**src/u8d_pkg.sv**
```systemverilog
`default_nettype none

package u8d_pkg;

	localparam int CP_W         = 21;
	localparam int FIELD_OFF_W  = 24;
	localparam int APB_DATA_W   = 32;
	localparam int APB_ADDR_W   = 1;

	localparam logic [APB_ADDR_W-1:0] ADDR_STRIP_BOM = 1'b0;

	localparam logic [7:0] ASCII_MAX = 8'h7F;
	localparam logic [7:0] LEAD2_MIN = 8'hC2;
	localparam logic [7:0] LEAD2_MAX = 8'hDF;
	localparam logic [7:0] LEAD3_MIN = 8'hE0;
	localparam logic [7:0] LEAD3_MAX = 8'hEF;
	localparam logic [7:0] LEAD4_MIN = 8'hF0;
	localparam logic [7:0] LEAD4_MAX = 8'hF4;

	localparam logic [CP_W-1:0] MIN_LEN2 = 21'h00080;
	localparam logic [CP_W-1:0] MIN_LEN3 = 21'h00800;
	localparam logic [CP_W-1:0] MIN_LEN4 = 21'h10000;
	localparam logic [CP_W-1:0] CP_MAX   = 21'h10FFFF;
	localparam logic [CP_W-1:0] SURR_LO  = 21'h0D800;
	localparam logic [CP_W-1:0] SURR_HI  = 21'h0DFFF;
	localparam logic [CP_W-1:0] BOM_CP   = 21'h0FEFF;

	localparam logic [FIELD_OFF_W-1:0] FIELD_OFF_MAX = 24'hFFFFFF;

	typedef enum logic [1:0] {
		ST_CHAR  = 2'd0,
		ST_END   = 2'd1,
		ST_ERROR = 2'd2
	} status_t;

	typedef struct packed {
		logic strip_bom;
	} cfg_t;

endpackage

`default_nettype wire

```
**src/u8d_if.sv**
```systemverilog
`default_nettype none

interface u8d_in_if;
	import u8d_pkg::*;

	logic       valid;
	logic       ready;
	logic [7:0] data_byte;
	logic       end_of_stream;

	modport source (output valid, output data_byte, output end_of_stream, input ready);
	modport sink   (input valid, input data_byte, input end_of_stream, output ready);
endinterface

interface u8d_out_if;
	import u8d_pkg::*;

	logic                   valid;
	logic                   ready;
	logic [CP_W-1:0]        char_value;
	logic [1:0]             status;
	logic [FIELD_OFF_W-1:0] error_offset;
	logic                   has_bom;
	logic                   last;

	modport source (output valid, output char_value, output status, output error_offset,
		output has_bom, output last, input ready);
	modport sink   (input valid, input char_value, input status, input error_offset,
		input has_bom, input last, output ready);
endinterface

`default_nettype wire

```
**src/u8d_cfg.sv**
```systemverilog
`default_nettype none

module u8d_cfg (
	input  wire logic                             clk,
	input  wire logic                             arst_n,
	input  wire logic                             psel,
	input  wire logic                             penable,
	input  wire logic                             pwrite,
	input  wire logic [u8d_pkg::APB_ADDR_W-1:0]   paddr,
	input  wire logic [u8d_pkg::APB_DATA_W-1:0]   pwdata,
	output logic      [u8d_pkg::APB_DATA_W-1:0]   prdata,
	output logic                                  pready,
	output u8d_pkg::cfg_t                         cfg
);
	import u8d_pkg::*;

	logic strip_bom_q;

	always_ff @(posedge clk or negedge arst_n) begin
		if (!arst_n) begin
			strip_bom_q <= 1'b0;
		end else if (psel && penable && pwrite && paddr == ADDR_STRIP_BOM) begin
			strip_bom_q <= pwdata[0];
		end
	end

	always_comb begin
		prdata = '0;
		if (paddr == ADDR_STRIP_BOM) begin
			prdata = {{(APB_DATA_W-1){1'b0}}, strip_bom_q};
		end
	end

	assign pready        = 1'b1;
	assign cfg.strip_bom = strip_bom_q;

endmodule

`default_nettype wire

```
**src/u8d_core.sv**
```systemverilog
`default_nettype none

module u8d_core #(
	parameter int OFFSET_BITS = 24
) (
	input  wire logic  clk,
	input  wire logic  arst_n,
	input  wire u8d_pkg::cfg_t cfg,
	u8d_in_if.sink     bytes,
	u8d_out_if.source  results
);
	import u8d_pkg::*;

	localparam int ExtW = (OFFSET_BITS > FIELD_OFF_W) ? OFFSET_BITS : FIELD_OFF_W;

	// Input register.
	logic       valid_s1;
	logic [7:0] byte_s1;
	logic       eos_s1;
	logic       adv;

	// Stream state.
	logic [CP_W-1:0]        part_q, part_n;
	logic [1:0]             pend_q, pend_n;
	logic [1:0]             len_q, len_n;
	logic [OFFSET_BITS-1:0] start_q, start_n;
	logic [OFFSET_BITS-1:0] cnt_q, cnt_n;
	logic                   bad_seen_q, bad_seen_n;
	logic [OFFSET_BITS-1:0] bad_off_q, bad_off_n;
	logic                   disc_q, disc_n;
	logic                   mark_q, mark_n;
	logic                   at_start_q, at_start_n;

	// Result register.
	logic                   out_valid_q;
	logic [CP_W-1:0]        cp_q;
	status_t                status_q;
	logic [FIELD_OFF_W-1:0] err_off_q;
	logic                   has_bom_q;
	logic                   last_q;

	// Decode outputs.
	logic                   has_res;
	logic                   emit;
	status_t                st;
	logic [CP_W-1:0]        cp;
	logic [OFFSET_BITS-1:0] err_off;
	logic [ExtW-1:0]        err_ext;
	logic [FIELD_OFF_W-1:0] err_field;
	logic                   mark_out;
	logic [CP_W-1:0]        minimum;

	assign adv         = valid_s1 && (!out_valid_q || results.ready);
	assign bytes.ready = !valid_s1 || adv;

	always_ff @(posedge clk or negedge arst_n) begin
		if (!arst_n) begin
			valid_s1 <= 1'b0;
		end else if (bytes.ready) begin
			valid_s1 <= bytes.valid;
		end
	end

	always_ff @(posedge clk) begin
		if (bytes.valid && bytes.ready) begin
			byte_s1 <= bytes.data_byte;
			eos_s1  <= bytes.end_of_stream;
		end
	end

	always_comb begin
		part_n     = part_q;
		pend_n     = pend_q;
		len_n      = len_q;
		start_n    = start_q;
		bad_seen_n = bad_seen_q;
		bad_off_n  = bad_off_q;
		disc_n     = disc_q;
		mark_n     = mark_q;
		at_start_n = at_start_q;
		cnt_n      = (cnt_q != '1) ? cnt_q + 1'b1 : cnt_q;
		has_res    = 1'b0;
		st         = ST_END;
		cp         = '0;
		err_off    = '0;
		minimum    = MIN_LEN4;

		if (disc_q) begin
			// Bytes after an error are dropped until the stream ends.
		end else if (pend_q == 2'd0) begin
			start_n    = cnt_q;
			bad_seen_n = 1'b0;
			bad_off_n  = '0;
			case (byte_s1) inside
				[8'h00:ASCII_MAX]: begin
					has_res    = 1'b1;
					st         = ST_CHAR;
					cp         = {{(CP_W-8){1'b0}}, byte_s1};
					at_start_n = 1'b0;
				end
				[LEAD2_MIN:LEAD2_MAX]: begin
					pend_n = 2'd1;
					len_n  = 2'd1;
					part_n = {{(CP_W-5){1'b0}}, byte_s1[4:0]};
				end
				[LEAD3_MIN:LEAD3_MAX]: begin
					pend_n = 2'd2;
					len_n  = 2'd2;
					part_n = {{(CP_W-4){1'b0}}, byte_s1[3:0]};
				end
				[LEAD4_MIN:LEAD4_MAX]: begin
					pend_n = 2'd3;
					len_n  = 2'd3;
					part_n = {{(CP_W-3){1'b0}}, byte_s1[2:0]};
				end
				default: begin
					has_res    = 1'b1;
					st         = ST_ERROR;
					err_off    = cnt_q;
					at_start_n = 1'b0;
				end
			endcase
			if (pend_n != 2'd0 && eos_s1) begin
				has_res = 1'b1;
				st      = ST_ERROR;
				err_off = cnt_q;
			end
		end else begin
			if (byte_s1[7:6] != 2'b10 && !bad_seen_q) begin
				bad_seen_n = 1'b1;
				bad_off_n  = cnt_q;
			end
			part_n = {part_q[CP_W-7:0], byte_s1[5:0]};
			pend_n = pend_q - 2'd1;
			case (len_q)
				2'd1:    minimum = MIN_LEN2;
				2'd2:    minimum = MIN_LEN3;
				default: minimum = MIN_LEN4;
			endcase
			if (pend_n == 2'd0) begin
				if (bad_seen_n) begin
					has_res = 1'b1;
					st      = ST_ERROR;
					err_off = bad_off_n;
				end else if (part_n < minimum || part_n > CP_MAX ||
					(part_n >= SURR_LO && part_n <= SURR_HI)) begin
					has_res = 1'b1;
					st      = ST_ERROR;
					err_off = start_q;
				end else if (cfg.strip_bom && at_start_q && len_q == 2'd2 &&
					part_n == BOM_CP) begin
					mark_n = 1'b1;
					cnt_n  = '0;
				end else begin
					has_res = 1'b1;
					st      = ST_CHAR;
					cp      = part_n;
				end
				at_start_n = 1'b0;
			end else if (eos_s1) begin
				has_res = 1'b1;
				st      = ST_ERROR;
				err_off = start_q;
			end
		end

		if (has_res && st == ST_ERROR) begin
			pend_n = 2'd0;
			if (!eos_s1) begin
				disc_n = 1'b1;
			end
		end

		emit     = has_res || eos_s1;
		mark_out = mark_n;

		if (eos_s1) begin
			part_n     = '0;
			pend_n     = 2'd0;
			len_n      = 2'd0;
			start_n    = '0;
			cnt_n      = '0;
			bad_seen_n = 1'b0;
			bad_off_n  = '0;
			disc_n     = 1'b0;
			mark_n     = 1'b0;
			at_start_n = 1'b1;
		end
	end

	assign err_ext   = ExtW'(err_off);
	assign err_field = (err_ext > ExtW'(FIELD_OFF_MAX)) ? FIELD_OFF_MAX
		: err_ext[FIELD_OFF_W-1:0];

	always_ff @(posedge clk or negedge arst_n) begin
		if (!arst_n) begin
			part_q     <= '0;
			pend_q     <= 2'd0;
			len_q      <= 2'd0;
			start_q    <= '0;
			cnt_q      <= '0;
			bad_seen_q <= 1'b0;
			bad_off_q  <= '0;
			disc_q     <= 1'b0;
			mark_q     <= 1'b0;
			at_start_q <= 1'b1;
		end else if (adv) begin
			part_q     <= part_n;
			pend_q     <= pend_n;
			len_q      <= len_n;
			start_q    <= start_n;
			cnt_q      <= cnt_n;
			bad_seen_q <= bad_seen_n;
			bad_off_q  <= bad_off_n;
			disc_q     <= disc_n;
			mark_q     <= mark_n;
			at_start_q <= at_start_n;
		end
	end

	always_ff @(posedge clk or negedge arst_n) begin
		if (!arst_n) begin
			out_valid_q <= 1'b0;
		end else if (adv && emit) begin
			out_valid_q <= 1'b1;
		end else if (results.ready) begin
			out_valid_q <= 1'b0;
		end
	end

	always_ff @(posedge clk) begin
		if (adv && emit) begin
			cp_q      <= cp;
			status_q  <= st;
			err_off_q <= (st == ST_ERROR) ? err_field : '0;
			has_bom_q <= mark_out;
			last_q    <= eos_s1;
		end
	end

	assign results.valid        = out_valid_q;
	assign results.char_value   = cp_q;
	assign results.status       = status_q;
	assign results.error_offset = err_off_q;
	assign results.has_bom      = has_bom_q;
	assign results.last         = last_q;

endmodule

`default_nettype wire

```
**src/utf8_stream_decoder.sv**
```systemverilog
// Strict UTF-8 stream decoder.
// The bytes channel takes one raw word per cycle: data_byte and end_of_stream,
// which marks the final byte of a stream. The results channel gives at most one
// word per byte: a code point, an invalid-sequence report with its byte offset,
// or a plain end-of-stream marker. The final byte of a stream always yields a
// word with last set. Bytes that only continue a sequence yield nothing.
// A byte passes an input register and the decode logic, and its result is then
// registered in the output register. The decoder takes one byte per cycle for
// as long as the results side takes its words, since the only stage state
// carried between bytes is the small sequence state, updated as each byte
// is decoded.
// When the results side stalls, the output register holds its word, one more
// byte may wait in the input register, and then bytes.ready drops.
// The strip_bom register at address 0 of the APB port removes a leading
// byte order mark of each stream; write it only while the decoder is idle.
// Reset clears the stream state and strip_bom and empties both registers.
`default_nettype none

module utf8_stream_decoder #(
	parameter int OFFSET_BITS = 24
) (
	input  wire logic                             clk,
	input  wire logic                             arst_n,
	u8d_in_if.sink                                bytes,
	u8d_out_if.source                             results,
	input  wire logic                             psel,
	input  wire logic                             penable,
	input  wire logic                             pwrite,
	input  wire logic [u8d_pkg::APB_ADDR_W-1:0]   paddr,
	input  wire logic [u8d_pkg::APB_DATA_W-1:0]   pwdata,
	output logic      [u8d_pkg::APB_DATA_W-1:0]   prdata,
	output logic                                  pready
);
	import u8d_pkg::*;

	cfg_t cfg;

	u8d_cfg u_cfg (
		.clk     (clk),
		.arst_n  (arst_n),
		.psel    (psel),
		.penable (penable),
		.pwrite  (pwrite),
		.paddr   (paddr),
		.pwdata  (pwdata),
		.prdata  (prdata),
		.pready  (pready),
		.cfg     (cfg)
	);

	u8d_core #(
		.OFFSET_BITS (OFFSET_BITS)
	) u_core (
		.clk     (clk),
		.arst_n  (arst_n),
		.cfg     (cfg),
		.bytes   (bytes),
		.results (results)
	);

endmodule

`default_nettype wire

```
**src/flat_wrapper.sv**
```systemverilog
// flat-port wrapper written by rule: the top's interface ports become plain ports
module utf8_stream_decoder_flat import u8d_pkg::*;
#(
	parameter int OFFSET_BITS = 24
)
  (clk, arst_n, psel, penable, pwrite, paddr, pwdata, prdata, pready, bytes_valid, bytes_data_byte, bytes_end_of_stream, bytes_ready, results_valid, results_char_value, results_status, results_error_offset, results_has_bom, results_last, results_ready);
  u8d_in_if bytes_i ();
  u8d_out_if results_i ();
  input  wire logic clk;
  input  wire logic arst_n;
  input  wire logic psel;
  input  wire logic penable;
  input  wire logic pwrite;
  input  wire logic [u8d_pkg::APB_ADDR_W-1:0] paddr;
  input  wire logic [u8d_pkg::APB_DATA_W-1:0] pwdata;
  output logic      [u8d_pkg::APB_DATA_W-1:0] prdata;
  output logic pready;
  input wire logic [$bits(bytes_i.valid)-1:0] bytes_valid;
  input wire logic [$bits(bytes_i.data_byte)-1:0] bytes_data_byte;
  input wire logic [$bits(bytes_i.end_of_stream)-1:0] bytes_end_of_stream;
  output wire logic [$bits(bytes_i.ready)-1:0] bytes_ready;
  output wire logic [$bits(results_i.valid)-1:0] results_valid;
  output wire logic [$bits(results_i.char_value)-1:0] results_char_value;
  output wire logic [$bits(results_i.status)-1:0] results_status;
  output wire logic [$bits(results_i.error_offset)-1:0] results_error_offset;
  output wire logic [$bits(results_i.has_bom)-1:0] results_has_bom;
  output wire logic [$bits(results_i.last)-1:0] results_last;
  input wire logic [$bits(results_i.ready)-1:0] results_ready;
  assign bytes_i.valid = bytes_valid;
  assign bytes_i.data_byte = bytes_data_byte;
  assign bytes_i.end_of_stream = bytes_end_of_stream;
  assign bytes_ready = bytes_i.ready;
  assign results_valid = results_i.valid;
  assign results_char_value = results_i.char_value;
  assign results_status = results_i.status;
  assign results_error_offset = results_i.error_offset;
  assign results_has_bom = results_i.has_bom;
  assign results_last = results_i.last;
  assign results_i.ready = results_ready;
  utf8_stream_decoder #(.OFFSET_BITS(OFFSET_BITS)) u_core (.clk(clk), .arst_n(arst_n), .bytes(bytes_i), .results(results_i), .psel(psel), .penable(penable), .pwrite(pwrite), .paddr(paddr), .pwdata(pwdata), .prdata(prdata), .pready(pready));
endmodule
```
**config.mk**
```make
export PLATFORM = sky130hd
export DESIGN_NAME = utf8_stream_decoder_flat
export DESIGN_NICKNAME = d
export VERILOG_FILES = /design/src/u8d_pkg.sv /design/src/u8d_if.sv /design/src/u8d_cfg.sv /design/src/u8d_core.sv /design/src/utf8_stream_decoder.sv /design/src/flat_wrapper.sv
export SDC_FILE = /design/constraint.sdc
export NUM_CORES = 1
export LEC_CHECK = 0
export ABC_AREA = 1
export BUFFER_PORTS_ARGS = -buffer_cell sky130_fd_sc_hd__buf_4
export CORE_MARGIN = 2
export CORE_UTILIZATION = 45
export DETAILED_ROUTE_END_ITERATION = 16
export GPL_ROUTABILITY_DRIVEN = 0
export PLACE_DENSITY_LB_ADDON = 0.3
export SLEW_MARGIN = 20
export SYNTH_ARGS = -nofsm -noshare
export SYNTH_HDL_FRONTEND = slang
export SYNTH_HIERARCHICAL = 1
export SYNTH_SLANG_ARGS = --single-unit
```
**constraint.sdc**
```tcl
create_clock -name clk -period 8.42 [get_ports clk]
set_input_delay 0.421 -clock clk [delete_from_list [all_inputs] [get_ports clk]]
set_output_delay 0.421 -clock clk [all_outputs]
set_load 0.1 [all_outputs]
```
---- Word level (Yosys, flattened, before mapping) ----
Cells that the tools add are included.
cells by class
  muxes and demuxes ....................... 110
  add/sub/neg operators ................... 2
  equal/unequal tests ..................... 14
  reduce and logical (&&, ||, !) cells .... 40
  magnitude comparators ................... 13
  bitwise logic cells ..................... 1
  div/mod/pow operators ................... 0
  $mul .................................... 0
  shift-type cells ........................ 0
operator list
  cell                                                                                   number
  24-bit two-way mux                                                                     27
  21-bit two-way mux                                                                     7
  15-bit two-way mux                                                                     7
  2-bit two-way mux                                                                      28
  1-bit two-way mux                                                                      39
  17-bit one-hot mux with 2 select lines                                                 1
  24-bit by 1-bit adder with 24-bit output, second input constant                        1
  8-bit greater-or-equal comparator, second input constant                               3
  24-bit greater-than comparator, second input constant                                  1
  8-bit less-or-equal comparator, second input constant                                  3
  24-bit inequality test, second input constant                                          1
  21-bit by 16-bit equality test with 1-bit output, second input constant                1
  21-bit by 16-bit greater-or-equal comparator with 1-bit output, second input constant  1
  21-bit greater-than comparator, second input constant                                  1
  21-bit by 16-bit less-or-equal comparator with 1-bit output, second input constant     1
  21-bit less-than comparator                                                            1
  1-bit logical AND                                                                      17
  4-bit inequality test, second input constant                                           3
  8-bit by 1-bit greater-or-equal comparator with 1-bit output, second input constant    1
  8-bit by 7-bit less-or-equal comparator with 1-bit output, second input constant       1
  8-bit two-way mux                                                                      1
  2-bit nonzero test                                                                     4
  2-bit inequality test, second input constant                                           3
  2-bit AND reduction                                                                    3
  other kinds (16)                                                                       24
word-level totals
  memories ................................ 0
  RAM bits ................................ 0
  bits in registers ....................... 156
  input port bits ......................... 49
  bits in read-only memories .............. 0
  latch bits .............................. 0

---- Longest topological paths before layout ----
Gate-level depths: netlist (run 1).
  depth in word-level cells ............... 17
  mapped depth ............................ 17
  depth with buffers taken out ............ 16

---- By module ----
Netlist (run 1), hierarchy kept.
by module, submodules not included
  module    sequential area each (µm²)  cells an instance  area an instance (µm²)  times used
  u8d_core  4,170.2                     905                7,706.1                 1
  u8d_cfg   25.0                        45                 314.1                   1

---- Worst setup path before layout (run 1) ----
No wires, ideal clock.
  kind .................................... reg-to-reg
  start point ............................. reg u_core.u_core.len_q[0]
  end point ............................... reg u_core.u_core.cp_q[0] (netlist: u_core/u_core/results.char_value[0]), enable pin
  cell stages (with the launch flop) ...... 14
  clock period less this slack ............ 3.071 ns
  buffers on the path ..................... 0
  data arrival time ....................... 2.667 ns
  path slack .............................. 5.349 ns
  library setup time ...................... 0.403 ns
  path through ............................ dfrtp_1 -> inv_1 -> ha_1 -> inv_1 -> ha_1 -> a21oi_1 -> o21ai_0 -> nor2_1 -> nand2_1 -> nand2_4 -> nor2_4 -> o21ai_0 -> nand2_1 -> inv_1
on the way
  cells in the longest elaborated chain, start to end .. 14
RTL lines
  what                                                                                          line                              RTL
  start, declared                                                                               u8d_core.sv:25                    logic [1:0] len_q, len_n;
  start signal, assigned                                                                        u8d_core.sv:210                   len_q <= len_n;
  2-bit equality test / 2-bit by 1-bit equality test with 1-bit output (equally long branches)  u8d_core.sv:135, u8d_core.sv:150
  17-bit one-hot mux with 2 select lines                                                        u8d_core.sv:135                   case (len_q)
  21-bit two-way mux                                                                            u8d_core.sv:90                    end else if (pend_q == 2'd0) begin
  21-bit two-way mux                                                                            u8d_core.sv:88                    if (disc_q) begin
  21-bit less-than comparator                                                                   u8d_core.sv:145                   end else if (part_n < minimum || part_n > CP_MAX ||
  1-bit logical OR (2 in a row)                                                                 u8d_core.sv:145
  1-bit two-way mux *                                                                           u8d_core.sv:145
  1-bit two-way mux *                                                                           u8d_core.sv:141                   if (bad_seen_n) begin
  1-bit two-way mux *                                                                           u8d_core.sv:140                   if (pend_n == 2'd0) begin
  1-bit two-way mux *                                                                           u8d_core.sv:90
  1-bit two-way mux *                                                                           u8d_core.sv:88
  1-bit logical OR *                                                                            u8d_core.sv:174                   emit = has_res || eos_s1;
  1-bit logical AND *                                                                           u8d_core.sv:232                   if (adv && emit) begin
  end signal, assigned                                                                          u8d_core.sv:233                   cp_q <= cp;
  end, declared                                                                                 u8d_core.sv:36                    logic [CP_W-1:0] cp_q;
Mark *: on every way between the ends. The rest lies on a longest branch, timed or not. The select of a mux whose other input is x is not followed.
A chain may end at the register's enable or synchronous reset.

---- Worst setup path in the final report (run 1) ----
  start point ............................. reg u_core.u_core.len_q[0]
  end point ............................... reg u_core.u_core.err_off_q[20] (netlist: u_core/u_core/results.error_offset[20]), enable pin
on the way
  cells in the longest elaborated chain, start to end .. 14
RTL lines
  what                                                                                          line                              RTL
  2-bit equality test / 2-bit by 1-bit equality test with 1-bit output (equally long branches)  u8d_core.sv:135, u8d_core.sv:150
  17-bit one-hot mux with 2 select lines                                                        u8d_core.sv:135
  21-bit two-way mux                                                                            u8d_core.sv:90
  21-bit two-way mux                                                                            u8d_core.sv:88
  21-bit less-than comparator                                                                   u8d_core.sv:145
  1-bit logical OR (2 in a row)                                                                 u8d_core.sv:145
  1-bit two-way mux *                                                                           u8d_core.sv:145
  1-bit two-way mux *                                                                           u8d_core.sv:141
  1-bit two-way mux *                                                                           u8d_core.sv:140
  1-bit two-way mux *                                                                           u8d_core.sv:90
  1-bit two-way mux *                                                                           u8d_core.sv:88
  1-bit logical OR *                                                                            u8d_core.sv:174
  1-bit logical AND *                                                                           u8d_core.sv:232
  end signal, assigned                                                                          u8d_core.sv:235                   err_off_q <= (st == ST_ERROR) ? err_field : '0;
  end, declared                                                                                 u8d_core.sv:38                    logic [FIELD_OFF_W-1:0] err_off_q;
Marked as above.

==> reports/metrics.cfg, run 1 <==
[worst_setup_path]
slowest_stage=inv_2
cp.depth=13
crit_buf_inv=3
startpoint_type=flip-flop
cp.required_ns=8.46
cp_max_fo=49
arrival_ns=3.36
crit_family=buffers and inverters
critPathKind=flip-flop to flip-flop
r2r_slack_ns=5.10
reg2reg_depth=13
cp_cell_sequence=inv_1, ha_1, inv_1, ha_1, a21oi_1, o21ai_0, nor2_1, nand2_1, nand2_4, nor2_4, o21ai_0, nand2_1, inv_2
worstReg2RegEnd=u_core/u_core/results.error_offset[20]$_SDFFCE_PP0P_
cp-endpoint=u_core/u_core/results.error_offset[20]$_SDFFCE_PP0P_
cpPeakStageDelay_ns=0.75
startpoint=u_core/u_core/len_q[0]$_DFFE_PN0P_
crit_path_end_kind=flip-flop
r2r-start=u_core/u_core/len_q[0]$_DFFE_PN0P_

[power_and_ir_drop]
power.leakage_nw=4.161
p_per_area_nw_per_um2=318.7
power_w=0.002907
vdd_drop_max_mv=0.2326

[placed_design]
dp.cells=1201
port-buffer-count=69
dp_slack_ns=5.105
hpwl_um=12990

[sta]
setup_violations=0
hold_violations=0
skew_ns=0.006394
fin_ws_ns=5.104
slew_viol_final=0
max_freq_mhz=301.6
timing.hold.ws_ns=0.1712
min_period_ns=3.316
maxSlewHeadroom_pct=29.64
fin_tns_setup_ns=0
rsz0062_at_grt=no
tightestPinTransition_ns=1.055
fin_crit_sh_pct=39.38

[layout]
drive_gt1_share_pct=12.78
multi_input_area_um2=3156
layout.nets=1051
fin_cells=1234
n_antenna_cell=0
fill_cells=1598
final-seq-area_um2=4195
area_growth_pct=13.74

[floorplan]
die_w_um=137.5
die_h_um=137.5
initial_core_util_pct=46.21
rows=48
io_pins=133
core-area_um2=17360
dieArea_um2=18910

[yosys]
synth_cell_types=43
yosysTopAreaCell=dfrtp_1
synthArstFlopShare_pct=62.82
synth.most_common_cell=nand2_1
ys_seq_area_share_pct=52.31
ys_seq_elements=156
synth_top_area_share_pct=30.27
synth-main-ff-cell=dfrtp_1
synth_commonest_cells=nand2_1 (259), dfrtp_1 (97), inv_1 (83)
ys_top_cells_by_area=dfrtp_1 (30%), edfxtp_1 (22%), nand2_1 (12%)
synth_area_um2=8020
postSynthCellCount=950
synth_area_per_cell_um2=8.442
synth_edf_count=58
ys.warnings.count=6

[clocking]
clock_latency_ns=0.42
htreeDepth=4
cts_num_sinks=156
path_clk_slew_ns=0.06
clockBufferDepth=2
cts_made_buffers=17
cts_tree=yes
ctsRootBufferMaster=clkbuf_16

[drt]
firstDrtPassIters=7
postRouteAntennaNets=0
drt-vias-per-instance=5.391
wl_per_cell_um=15.84
drt_iter0_drc=595
drc=0
wl_um=19550
vias=6652

[grt]
antenna_found_initial=0
grt_pass1_wl_um=31620
grt-ovfl-total=0
grt_pass1_vias=6028
grt_start_max_net_pins=67
track_usage_pct=21.77

[min_path]
holdCritPathClass=input port to flip-flop

[run]
cap_violations=0

[run_status]
status=finished clean

worst min path at each step:
| stage | start | endpoint | slack [ns] | cells after the start |
|---|---|---|---|---|
| floorplan | arst_n | u_core/u_cfg/cfg$_DFFE_PN0P_ | 0.13 | 0 |
| global placement | arst_n | u_core/u_core/valid_s1$_DFFE_PN0N_ | 0.40 | 1 |
| detailed placement | arst_n | u_core/u_core/valid_s1$_DFFE_PN0N_ | 0.40 | 1 |
| CTS | bytes_end_of_stream | u_core/u_core/eos_s1$_DFFE_PP_ | 0.16 | 1 |
| global route | bytes_end_of_stream | u_core/u_core/eos_s1$_DFFE_PP_ | 0.15 | 1 |
| finish | bytes_end_of_stream | u_core/u_core/eos_s1$_DFFE_PP_ | 0.17 | 1 |
state kept, by name (all words and copies together), names as in the netlist, 2 cells and up:
name and cells:
u_core/u_core/start_q 24, u_core/u_core/results.status 2, u_core/u_core/results.char_value 21, u_core/u_core/bad_off_q 24, u_core/u_core/cnt_q 24, u_core/u_core/len_q 2, u_core/u_core/part_q 15, u_core/u_core/results.error_offset 24
u_core/u_core/pend_q 2, u_core/u_core/byte_s1 8
cell families (layout without fill, tap and decap cells):
family | Yosys count | after routing | share of synthesized area (%)
flops | 156 | 156 | 52.31
other cells | 2 | 32 | 0.09364
buf+inv | 167 | 196 | 9.813
compound gates | 155 | 155 | 11.17
fa+ha+maj | 6 | 6 | 0.9360
simple gates | 445 | 445 | 23.60
xor+xnor | 19 | 19 | 2.075
layout by cell type (no fill, tap or decap), drive strengths merged, types with 2 or more instances in the layout:
cell,n
nor3,36
clkbuf,19
buf,76
clkinvlp,3
nand4,13
xnor2,2
nor2,73
inv,87
nand2,263
nor3b,2
edfxtp,58
o21ai,73
nand3,52
a32o,4
o21a,3
xor2,17
o221ai,13
dfrtp,97
a21oi,38
clkinv,7
ha,6
bufinv,3
conb,32
o22ai,20
nor4,4
worst reg2reg max path, delay by kind of cell, from the launching register on:
kind,cells,cell delay (ns)
AOI/OAI and AO/OA,3,0.42
DFF,1,0.34
adders and majority gates,2,0.58
buffers and inverters,3,0.88
and+or+nand+nor,5,0.67
area by class of cell:
class | instances | area share [%]
Multi-Input combinational cell | 657 | 34.59
Sequential cell | 156 | 45.99
Tap cell | 225 | 3.086
Inverter | 87 | 3.580
Clock inverter | 13 | 1.646
Timing Repair Buffer | 77 | 6.364
Clock buffer | 19 | 4.746
stage by stage:
stage / instance area [um^2] / util (%)
after global placement: 8529 / 49.14
after detailed placement: 8529 / 49.14
after global routing: 9123 / 52.56
final: 9123 / 52.56
after floorplan: 8133 / -
after CTS: 9123 / 52.56
routing by layer:
metal | wire length, um | vias to the layer above | track usage (%)
li1 | - | 3186 | -
met1 | 8967 | 3157 | 30.84
met2 | 8759 | 275 | 33.08
met3 | 1385 | 34 | 4.893
met4 | 437 | 0 | 7.388
met5 | 0 | - | 0
timing repair:
item,4_1_cts,5_1_grt
buffers inserted,0,0
hold buffers,1,0
resized for setup,0,0
endpoints found under the hold margin,31,0
power breakdown:
group / switching, W / total, W / internal [W]
Clock: 0.000301 / 0.000763 / 0.000462
Combinational: 0.000935 / 0.00115 / 0.000220
Sequential: 0.0000655 / 0.000990 / 0.000924
Total: 0.00130 / 0.00291 / 0.00161
Power figures use the tool's default switching activity.
==> inputs of run 2 (changes only) <==
--- a/config.mk
+++ b/config.mk
@@ -5,7 +5,7 @@
 export SDC_FILE = /design/constraint.sdc
 export NUM_CORES = 1
 export LEC_CHECK = 0
-export ABC_AREA = 1
+export ABC_AREA = 0
 export BUFFER_PORTS_ARGS = -buffer_cell sky130_fd_sc_hd__buf_4
 export CORE_MARGIN = 2
 export CORE_UTILIZATION = 45
==> constraint.sdc (replaced) <==
create_clock -name clk -period 2.7 [get_ports clk]
set_input_delay 0.135 -clock clk [delete_from_list [all_inputs] [get_ports clk]]
set_output_delay 0.135 -clock clk [all_outputs]
set_load 0.1 [all_outputs]
==> reports/metrics.cfg, run 2 <==
[power_and_ir_drop]
p_clk_share_pct=29.5  ; +3.3 points
p_sw_share_pct=38.42  ; -6.3 points
vdd_drop_max_mv=0.5167  ; +120%
p_sw_w=0.002888  ; +120%
power.leakage_nw=4.118  ; -1.0%
intPower_w=0.004629  ; +190%
power_frac_seq_pct=39.5  ; +5.5 points
p_per_area_nw_per_um2=816.8  ; +160%
pwr-share-comb_pct=31.0  ; -8.7 points

[floorplan]
die_h_um=132.5  ; -3.7%
die_w_um=132.5  ; -3.7%
io_pins=133  ; unchanged
rows=46  ; -4.2%
initial_core_util_pct=46.40  ; +0.19 points
dieArea_um2=17540  ; -7.2%
core-area_um2=16000  ; -7.8%

[placed_design]
hpwl_um=11920  ; -8.2%
dp_slack_ns=-0.005024  ; -5.110 ns
dpl_cell_area_um2=8347  ; -2.1%
port-buffer-count=69  ; unchanged

[layout]
area_growth_pct=23.95
drive_gt1_share_pct=23.67  ; +11 points
mostFrequentLayoutCell=buf_4
fin_area_um2=9203  ; +0.88%
layout.nets=815  ; -22%
n_antenna_cell=0  ; unchanged
final_cell_mix=buf_4 (112), dfrtp_1 (97), a22o_1 (83), edfxtp_1 (58), nor2_1 (39)
fill_cells=1336  ; -16%

[clocking]
cts_tree=yes
htreeDepth=4  ; unchanged
ctsRootBufferMaster=clkbuf_16
cts_num_sinks=156  ; unchanged
clockBufferDepth=2  ; unchanged
path_clk_slew_ns=0.06  ; about the same
cts_made_buffers=17  ; unchanged
clock_latency_ns=0.43  ; about the same

[sta]
max_freq_mhz=372.0  ; +23%
min_period_ns=2.689  ; -0.6274 ns
slew_viol_final=0  ; unchanged
fin_ws_ns=0.01147  ; -5.093 ns
setup_violations=0  ; unchanged
skew_ns=0.008672  ; +0.002278 ns
timing.hold.ws_ns=0.06986  ; -0.1013 ns
fin_crit_sh_pct=99.58  ; +60 points
rsz0062_at_grt=yes
hold_violations=0  ; unchanged
tightestPinTransition_ns=0.7839  ; -0.2716 ns
maxSlewHeadroom_pct=47.69  ; +18 points

[grt]
grt_pass1_wl_um=29060  ; -8.1%
track_usage_pct=20.83  ; -0.94 points
grt-ovfl-total=0  ; unchanged
antenna_found_initial=0  ; unchanged
grt_start_max_net_pins=57  ; -15%
grt_pass1_vias=5654  ; -6.2%

[yosys]
synth_cell_types=68  ; +58%
synth_area_um2=7425  ; -7.4%
synthArstFlopShare_pct=62.82  ; unchanged
ys_seq_area_share_pct=56.50  ; +4.2 points
synth_area_per_cell_um2=11.39  ; +35%
synth_top_area_share_pct=32.69  ; +2.4 points
yosysTopAreaCell=dfrtp_1
synth.most_common_cell=dfrtp_1
ys.warnings.count=6  ; unchanged
postSynthCellCount=652  ; -31%
synth_commonest_cells=dfrtp_1 (97), a22o_1 (83), edfxtp_1 (58)
synth_edf_count=58  ; unchanged
ys_top_cells_by_area=dfrtp_1 (33%), edfxtp_1 (23%), a22o_1 (9.8%)
ys_seq_elements=156  ; unchanged
synth-main-ff-cell=dfrtp_1

[drt]
firstDrtPassIters=5  ; -2
drt_iter0_drc=563  ; -5.4%
wl_um=18430  ; -5.7%
drc=0  ; unchanged
vias=5852  ; -12%
postRouteAntennaNets=0  ; unchanged
drt-vias-per-instance=5.917  ; +9.8%
wl_per_cell_um=18.63  ; +18%

[worst_setup_path]
arrival_ns=2.83  ; -0.53 ns
crit_path_end_kind=flip-flop
critPathKind=flip-flop to flip-flop
reg2reg_depth=12  ; -1
worstReg2RegEnd=u_core/u_core/results.status[0]$_DFFE_PP_
r2r_slack_ns=0.01  ; -5.09 ns
cp_max_fo=8  ; -84%
r2r-start=u_core/u_core/len_q[1]$_DFFE_PN0P_
startpoint_type=flip-flop
startpoint=u_core/u_core/len_q[1]$_DFFE_PN0P_
cp.required_ns=2.84  ; -5.62 ns
cp-endpoint=u_core/u_core/results.status[0]$_DFFE_PP_

[min_path]
holdCritPathClass=input port to flip-flop

[run]
cap_violations=0  ; unchanged

[run_status]
status=finished clean

==> run 2: cell count changes in the layout (fill, tap and decap cells not counted), moves of 25 or more <==
cell,previous run,this run
inv_1,82,18
a22o_1,0,83
nand2_1,259,28
nand3_1,52,18
nor2_1,64,39
o21ai_0,67,19
buf_4,76,112
nor3_1,35,4
==> run 2: repair_timing <==
| action | 4_1_cts | 5_1_grt |
|---|---|---|
| setup endpoints to repair | 4 | 65 |
| pin swaps | 0 | 3 |
| cloned | 0 | 4 |
| hold buffers | 12 | 0 |
| hold endpoints to repair | 66 | 0 |
| buffers inserted | 0 | 5 |
| gates resized for setup | 1 | 8 |
==> run 2: per-layer routing <==
layer	wire length, um	part of all wire, %	GRT usage, %	up-vias
li1	-	-	-	2609
met1	7937	43	28.17	2894
met2	8623	47	32.35	302
met3	1422	7.7	5.096	47
met4	445	2.4	8.542	0
met5	0	0	0	-
==> run 2: layout make-up <==
type | count | area (um^2) | share of cell area, %
clock buffers | 18 | 429.2 | 4.663
clock inverters | 14 | 123.9 | 1.346
well taps | 216 | 270.3 | 2.937
flip-flops and latches | 156 | 4195 | 45.59
multi-input cells | 432 | 2943 | 31.98
inverters | 18 | 67.56 | 0.7342
repair buffers | 135 | 1174 | 12.75
==> run 2: worst min-delay path by stage <==
| stage | startpoint | endpoint | cells past startpoint |
|---|---|---|---|
| 3_3_place_gp | arst_n | u_core/u_core/start_q[5]$_DFFE_PN0P_ | 1 |
| 6_report | paddr | u_core/u_cfg/cfg$_DFFE_PN0P_ | 3 |
| 2_1_floorplan | arst_n | u_core/u_cfg/cfg$_DFFE_PN0P_ | 0 |
| 3_5_place_dp | arst_n | u_core/u_core/start_q[4]$_DFFE_PN0P_ | 1 |
| 5_1_grt | paddr | u_core/u_cfg/cfg$_DFFE_PN0P_ | 3 |
| 4_1_cts | paddr | u_core/u_cfg/cfg$_DFFE_PN0P_ | 3 |
==> run 2: cells by family (layout without fill, tap and decap cells) <==
logic type,count (synthesis),in the layout,share of synthesized area [%]
muxes,5,5,0.6909
adders and majority gates,6,6,1.011
and+or+nand+nor,181,181,13.75
other,2,32,0.1011
DFF,156,156,56.50
AOI/OAI and AO/OA,208,208,21.27
buffers and inverters,94,185,6.673
==> run 2: per-stage QoR <==
step	TNS (ns)	power (W)	util (%)	std cells
after detailed placement	-0.005024	0.005181	52.17	936
after global placement	0	0.005138	52.15	936
after global routing	-2.170	0.007803	57.51	989
after floorplan	-8.488	0.004627	-	682
after CTS	0	0.007427	56.40	980
final	0	0.007517	57.51	989
==> run 2: power groups by stage <==
stage / Sequential [W] / Clock, W / Combinational, W
global route: 0.00300 / 0.00236 / 0.00244
finish: 0.00297 / 0.00222 / 0.00233
global placement: 0.00299 / 0 / 0.00215
CTS: 0.00296 / 0.00226 / 0.00220
detailed placement: 0.00300 / 0 / 0.00218
floorplan: 0.00368 / 0 / 0.000942
==> run 2: critical path, stage by stage, from the launching register on <==
cell and delay [ns]:
dfrtp_1 0.41, ha_1 0.29, inv_1 0.04, ha_2 0.15
or2_4 0.25, o311ai_4 0.27, a21oi_4 0.07, buf_6 0.14
a21oi_4 0.18, a21oi_4 0.09, nor2_4 0.17, buf_12 0.17
clkbuf_16 0.17
